### src/wrs_pkg.sv
// Shared types and constants for the weighted reservoir sampler.
// Used by every module of the block; depends on nothing else.

package wrs_pkg;

   localparam int OSUM_W  = 48;
   localparam int COUNT_W = 20;
   localparam int DIV_NUM_W = OSUM_W + COUNT_W;

   localparam logic [1:0] CMD_START = 2'd0;
   localparam logic [1:0] CMD_ADD   = 2'd1;
   localparam logic [1:0] CMD_MERGE = 2'd2;

   // Classified operation kinds handed from the front to the back.
   localparam logic [2:0] KIND_START = 3'd0;
   localparam logic [2:0] KIND_ADD   = 3'd1;
   localparam logic [2:0] KIND_COUNT = 3'd2;
   localparam logic [2:0] KIND_MERGE = 3'd3;
   localparam logic [2:0] KIND_NOP   = 3'd4;

   localparam logic [COUNT_W-1:0] COUNT_CAP   = 20'd1000000;
   localparam logic [COUNT_W-1:0] MHC_RESET   = 20'd20;
   localparam logic [31:0]        NO_LIGHT    = 32'hFFFF_FFFF;
   localparam logic [31:0]        RNG_GOLDEN  = 32'h9E37_79B9;
   localparam logic [31:0]        RNG_MUL1    = 32'h21F0_AAAD;
   localparam logic [31:0]        RNG_MUL2    = 32'h735A_2D97;

   typedef struct packed {
      logic [1:0]         command;
      logic [31:0]        seed;
      logic [31:0]        light_index;
      logic [31:0]        candidate_weight;
      logic [31:0]        target_value;
      logic [OSUM_W-1:0]  other_weight_sum;
      logic [COUNT_W-1:0] other_count;
      logic               clamp_history;
   } req_type;

   typedef struct packed {
      logic [31:0]        pick_light;
      logic [OSUM_W-1:0]  weight_sum;
      logic [COUNT_W-1:0] sample_count;
      logic [31:0]        chosen_target;
      logic               has_pick;
   } rsp_type;

   typedef struct packed {
      logic [2:0]         kind;
      logic [31:0]        word;     // seed for a start, light otherwise
      logic [31:0]        weight;
      logic [31:0]        target;
      logic [OSUM_W-1:0]  osum;
      logic [COUNT_W-1:0] ocount;   // already capped at one million
      logic               clamp;
   } op_type;

endpackage

### src/wrs_queue.sv
// Two-entry operation queue between the front end and the execution back end.
// Depends on wrs_pkg.

module wrs_queue (
   input  logic            clock,
   input  logic            reset,
   input  logic            in_valid,
   output logic            in_ready,
   input  wrs_pkg::op_type in_op,
   output logic            out_valid,
   input  logic            out_ready,
   output wrs_pkg::op_type out_op
);

   wrs_pkg::op_type slot_ff [2];
   logic       wr_ptr_ff, wr_ptr_in;
   logic       rd_ptr_ff, rd_ptr_in;
   logic [1:0] fill_ff, fill_in;
   logic       push, pop;

   assign in_ready  = (fill_ff != 2'd2);
   assign out_valid = (fill_ff != 2'd0);
   assign out_op    = slot_ff[rd_ptr_ff];
   assign push      = in_valid && in_ready;
   assign pop       = out_valid && out_ready;

   always_comb begin
      wr_ptr_in = push ? !wr_ptr_ff : wr_ptr_ff;
      rd_ptr_in = pop ? !rd_ptr_ff : rd_ptr_ff;
      case ({push, pop})
         2'b10:   fill_in = fill_ff + 2'd1;
         2'b01:   fill_in = fill_ff - 2'd1;
         default: fill_in = fill_ff;
      endcase
   end

   always_ff @(posedge clock) begin
      if (reset) begin
         wr_ptr_ff <= 1'b0;
         rd_ptr_ff <= 1'b0;
         fill_ff   <= 2'd0;
      end else begin
         wr_ptr_ff <= wr_ptr_in;
         rd_ptr_ff <= rd_ptr_in;
         fill_ff   <= fill_in;
      end
   end

   always_ff @(posedge clock) begin
      if (push) begin
         slot_ff[wr_ptr_ff] <= in_op;
      end
   end

endmodule

### config.mk
export PLATFORM = sky130hd
export DESIGN_NAME = wrs_queue
export DESIGN_NICKNAME = d
export VERILOG_FILES = /design/src/wrs_pkg.sv /design/src/wrs_queue.sv
export SDC_FILE = /design/constraint.sdc
export NUM_CORES = 1
export LEC_CHECK = 0
export BUFFER_PORTS_ARGS = -buffer_cell sky130_fd_sc_hd__buf_2
export CAP_MARGIN = 5
export CORE_MARGIN = 2
export CORE_UTILIZATION = 56
export CTS_CLUSTER_DIAMETER = 120
export DETAILED_ROUTE_END_ITERATION = 10
export PLACE_DENSITY = 0.85
export SETUP_SLACK_MARGIN = 0.4
export SLEW_MARGIN = 5
export SYNTH_ARGS = -nofsm -noshare
export SYNTH_HDL_FRONTEND = slang
export SYNTH_SLANG_ARGS = --single-unit
### constraint.sdc
create_clock -name clock -period 8.5 [get_ports clock]
set_clock_uncertainty 0.2 [all_clocks]
set_input_delay 1.7 -clock clock [delete_from_list [all_inputs] [get_ports clock]]
set_output_delay 1.7 -clock clock [all_outputs]
set_load 0.005 [all_outputs]
Yosys cells after proc, flatten, opt, wreduce, memory -nomap -nowiden
Memories as Yosys holds them, arrays and structs flattened. A register that Yosys moved wholly into a read port is not among the register bits.
Cells that the tools add are included.
{"block": "op_classes", "eq_ne": 3, "reduce_logical": 6, "add_sub_neg": 2, "muxes": 5}
{"operator": "1-bit two-way mux", "count": 4}
{"operator": "2-bit case mux with 2 select lines", "count": 1}
{"operator": "2-bit nonzero test", "count": 2}
{"operator": "2-bit by 1-bit adder with 2-bit output (second input constant)", "count": 1}
{"operator": "2-bit by 1-bit == test with 1-bit output (second input constant)", "count": 1}
{"operator": "2-bit == test (second input constant)", "count": 1}
{"operator": "1-bit logical AND", "count": 2}
{"operator": "1-bit logical NOT", "count": 2}
{"operator": "2-bit != test (second input constant)", "count": 1}
{"operator": "2-bit by 1-bit subtractor with 2-bit output (second input constant)", "count": 1}
{"block": "totals", "in_bits": 172, "ram_bits": 336, "n_memories": 1, "regBits": 4}
{"memory": "slot_ff", "words": 2, "width": 168, "read_ports": 1, "rd_clocked_by_memory_dff": 1, "write_ports": 1, "line_no": "wrs_queue.sv:15", "source": "wrs_pkg::op_type slot_ff [2];"}

Longest topological paths before layout
{"block": "depth", "ltp_word": 4, "depth_mapped": 6, "ltp_nobuf": 6}

Worst setup path before layout
OpenSTA, ideal clock, no wires.
{"block": "synth_timing", "kind": "in2reg", "start": "input in_valid", "end": "memory slot_ff[1][0] (netlist bit), enable pin", "path_stages": 1, "path_buffers": 0, "setup_time_ps": 549, "path_slack_ps": 2153, "arrival_time_ps": 5598, "cell_sequence": "and3_1"}
{"block": "synth_via", "elab_chain_len": 3}
{"element": "start, declared", "line_no": "wrs_queue.sv:7", "source": "input logic in_valid,"}
{"element": "1-bit logical AND", "line_no": "wrs_queue.sv:24", "source": "assign push = in_valid && in_ready;"}
{"element": "1-bit two-way mux", "line_no": "wrs_queue.sv:50", "source": "if (push) begin"}
{"element": "1-bit two-way mux (not written as such)", "line_no": "wrs_queue.sv:51", "source": "slot_ff[wr_ptr_ff] <= in_op;"}
{"element": "end, declared", "line_no": "wrs_queue.sv:15"}
No other way between the ends.

==> metrics.yaml <==
status: "completed"
drt-wirelength-per-cell_um: 20.14
numPortBuffers: 341
final_nets: 1083
tritoncts: "done"
cts_buffer_depth: 3
synthToLayoutAreaGrowth_pct: 24.53
static-leakage-power_nw: 5.788
clock_sinks: 341
fmaxAchievable_mhz: 229.6
fillers: 1332
design.portCount: 342
worst_max_slew_pin_slew_ns: 1.103
synth.distinct_cells: 22
maxSlewViolCount: 0
synth_edf_count: 336
grt_antenna_before_repair: 1
vias: 6464
setup_tns_ns: 0
htree_num_levels: 2
met3_wirelength_um: 1894
drt-met1-wl_um: 9161
yosysSeqAreaShare_pct: 82.01
critPathArrivalTime_ns: 2.46
synth-async-reset-ratio_pct: 0
cts_root_buffer: "sky130_fd_sc_hd__clkbuf_16"
timing.hold.ws_ns: 0.3317
floorplan.die.width_um: 153.0
max_cap_violation_count: 0
vdd_ir_drop_max_v: 0.0003015
die-height_um: 153.0
worst_slew_margin_rel_pct: 26.44
floorplan.initialDensity_pct: 56.93
standard_cell_core_area_um2: 21820
timing.reg2reg.worst_path_depth: 4
finalCritPeriodShare_pct: 51.25
routabilityCongestion: 0.7388
powerDensity_nw_per_um2: 306.5
total_routed_wirelength_um: 24430
placement_rows: 54
grt_pass1_vias: 6715
post_synth_instance_area_um2: 12420
post_synth_inst_count: 547
critPathMaxFanout: 77
met2_length_um: 12730
remaining_design_rule_violation_count: 0
yosys_register_bits: 341
crit_path_end: "out_op[141]"
wire_length_of_the_first_global_routing_pass_um: 36580
synth_top_flop_cell: "sky130_fd_sc_hd__edfxtp_1"
yosys_warnings: 0
syn_nets: 720
ff2ff_setup_slack_ns: 5.40
timing.critical_path.required_ns: 6.60
seqCellArea_um2: 10190
design.die.area_um2: 23390
setup_viol: 0
clkLatencyLatePin_ns: 0.50
vias_per_cell: 5.329
postCtsHoldBufs: 0
detailedRoute.firstPassIterationCount: 4
worstSetupEndpointType: "output port"
global_route.usage.total_pct: 20.15
multi_input_comb_area_um2: 2053
worst_flop_to_flop_path_startpoint: "fill_ff[0]"
grt_remaining_overflow: 0
syn-mean-instance-area_um2: 22.71
routed.top_layer: "met4"
critical_path.startpoint_type: "flip-flop"
num_antenna_cells: 0
min_period_ns: 4.356
drtIter0Drc: 382
path_clk_slew_ns: 0.06
cts_post_setup_buffers_inserted: 0
hpwl_um: 15690
post_route_cells_drive_above_1_share_pct: 60.24
rsz_0062_raised_after_global_routing: "no"
num_cts_buffers: 34
route.antenna.remaining_nets: 0
worstReg2RegEnd: "slot_ff[0][69]"
worstSetupPathType: "flip-flop to output port"
final_hold_viol_count: 0
cts-resized-gates: 0
largest_net_degree_at_the_start_of_global_routing: 95
worst_hold_path_type: "flip-flop to flip-flop"
==> critical path: stages, from the launching register on <==
cell,delay (ns)
sky130_fd_sc_hd__dfxtp_4,0.48
sky130_fd_sc_hd__buf_4,0.82
sky130_fd_sc_hd__mux2_2,0.43
sky130_fd_sc_hd__buf_2,0.13
==> kinds of logic (layout without fill, tap and decap cells) <==
logic type               after synthesis  count (layout)  synth area share (%)
buffers and inverters                 20             406                 1.500
AND/OR/NAND/NOR                        9               9                0.3828
multiplexers                         168             168                 15.53
adder cells (fa/ha/maj)                1               1                0.1007
flip-flops                           341             341                 82.01
XOR/XNOR                               3               3                0.2115
AO/OA/AOI/OAI                          5               5                0.2618
==> power breakdown <==
part           internal, mW  total, mW  switching, mW
registers              2.13       2.19         0.0685
logic                 0.534       1.06          0.525
clock network         0.910       1.49          0.579
total                  3.57       4.74           1.17
==> how the worst min path moves through the flow <==
stage / start / end / slack [ns] / cells past startpoint
after floorplan: fill_ff[1] / fill_ff[1] / 0.27 / 2
after detailed placement: rd_ptr_ff / flip-flop / 0.30 / 2
after CTS: rd_ptr_ff / flip-flop / 0.34 / 2
final: rd_ptr_ff / flip-flop / 0.33 / 2
after global routing: rd_ptr_ff / flip-flop / 0.36 / 2
after global placement: rd_ptr_ff / flip-flop / 0.29 / 2
==> cell usage in the layout (no fill, tap or decap), drive strengths merged <==
cell,count
buf,346
edfxtp,336
mux2,168
clkbuf,45
clkinv,8
dfxtp,5
bufinv,4
nor2,3
xnor2,2
a21oi,2
clkinvlp,2
o21a,1
or2,1
nand2b,1
nand2,1
and3,1
nand3b,1
inv,1
xor2,1
a21bo,1
o21ai,1
or3,1
ha,1
==> cells in the mapped netlist, drive strengths merged, types with 2 or more instances <==
master	instances	area, µm²
mux2	168	1929
nor2	3	11.26
dfxtp	5	100.1
edfxtp	336	10090
a21oi	2	10.01
buf	19	182.7
xnor2	2	17.52
==> final cells by class <==
type | instances | area share (%)
Clock buffer | 45 | 6.178
Clock inverter | 14 | 1.076
Inverter | 1 | 0.05661
Multi-Input combinational cell | 186 | 13.27
Sequential cell | 341 | 65.88
Tap cell | 280 | 2.264
Timing Repair Buffer | 346 | 11.27
==> stage by stage <==
stage / power [mW] / instances / setup slack, ns / util (%) / area [µm²]
3_5_place_dp: 3.286 / 1154 / 4.239 / 65.76 / 14350
2_1_floorplan: 2.898 / 547 / 2.153 / - / 12420
6_report: 4.743 / 1213 / 4.144 / 70.90 / 15470
4_1_cts: 4.788 / 1213 / 4.109 / 70.90 / 15470
3_3_place_gp: 3.251 / 1154 / 4.286 / 65.76 / 14350
5_1_grt: 4.935 / 1213 / 3.988 / 70.90 / 15470
==> layer usage <==
metal	GRT usage [%]	vias to the layer above
met1	22.86	3208
li1	-	2915
met4	6.658	0
met5	0	-
met3	6.067	52
met2	36.49	289
==> flip-flops by register name, summed over array words and instances, names as in the netlist, named ones only <==
register and flops:
wr_ptr_ff 1, rd_ptr_ff 1, slot_ff 336, fill_ff 2
Power figures use the tool's default switching activity.
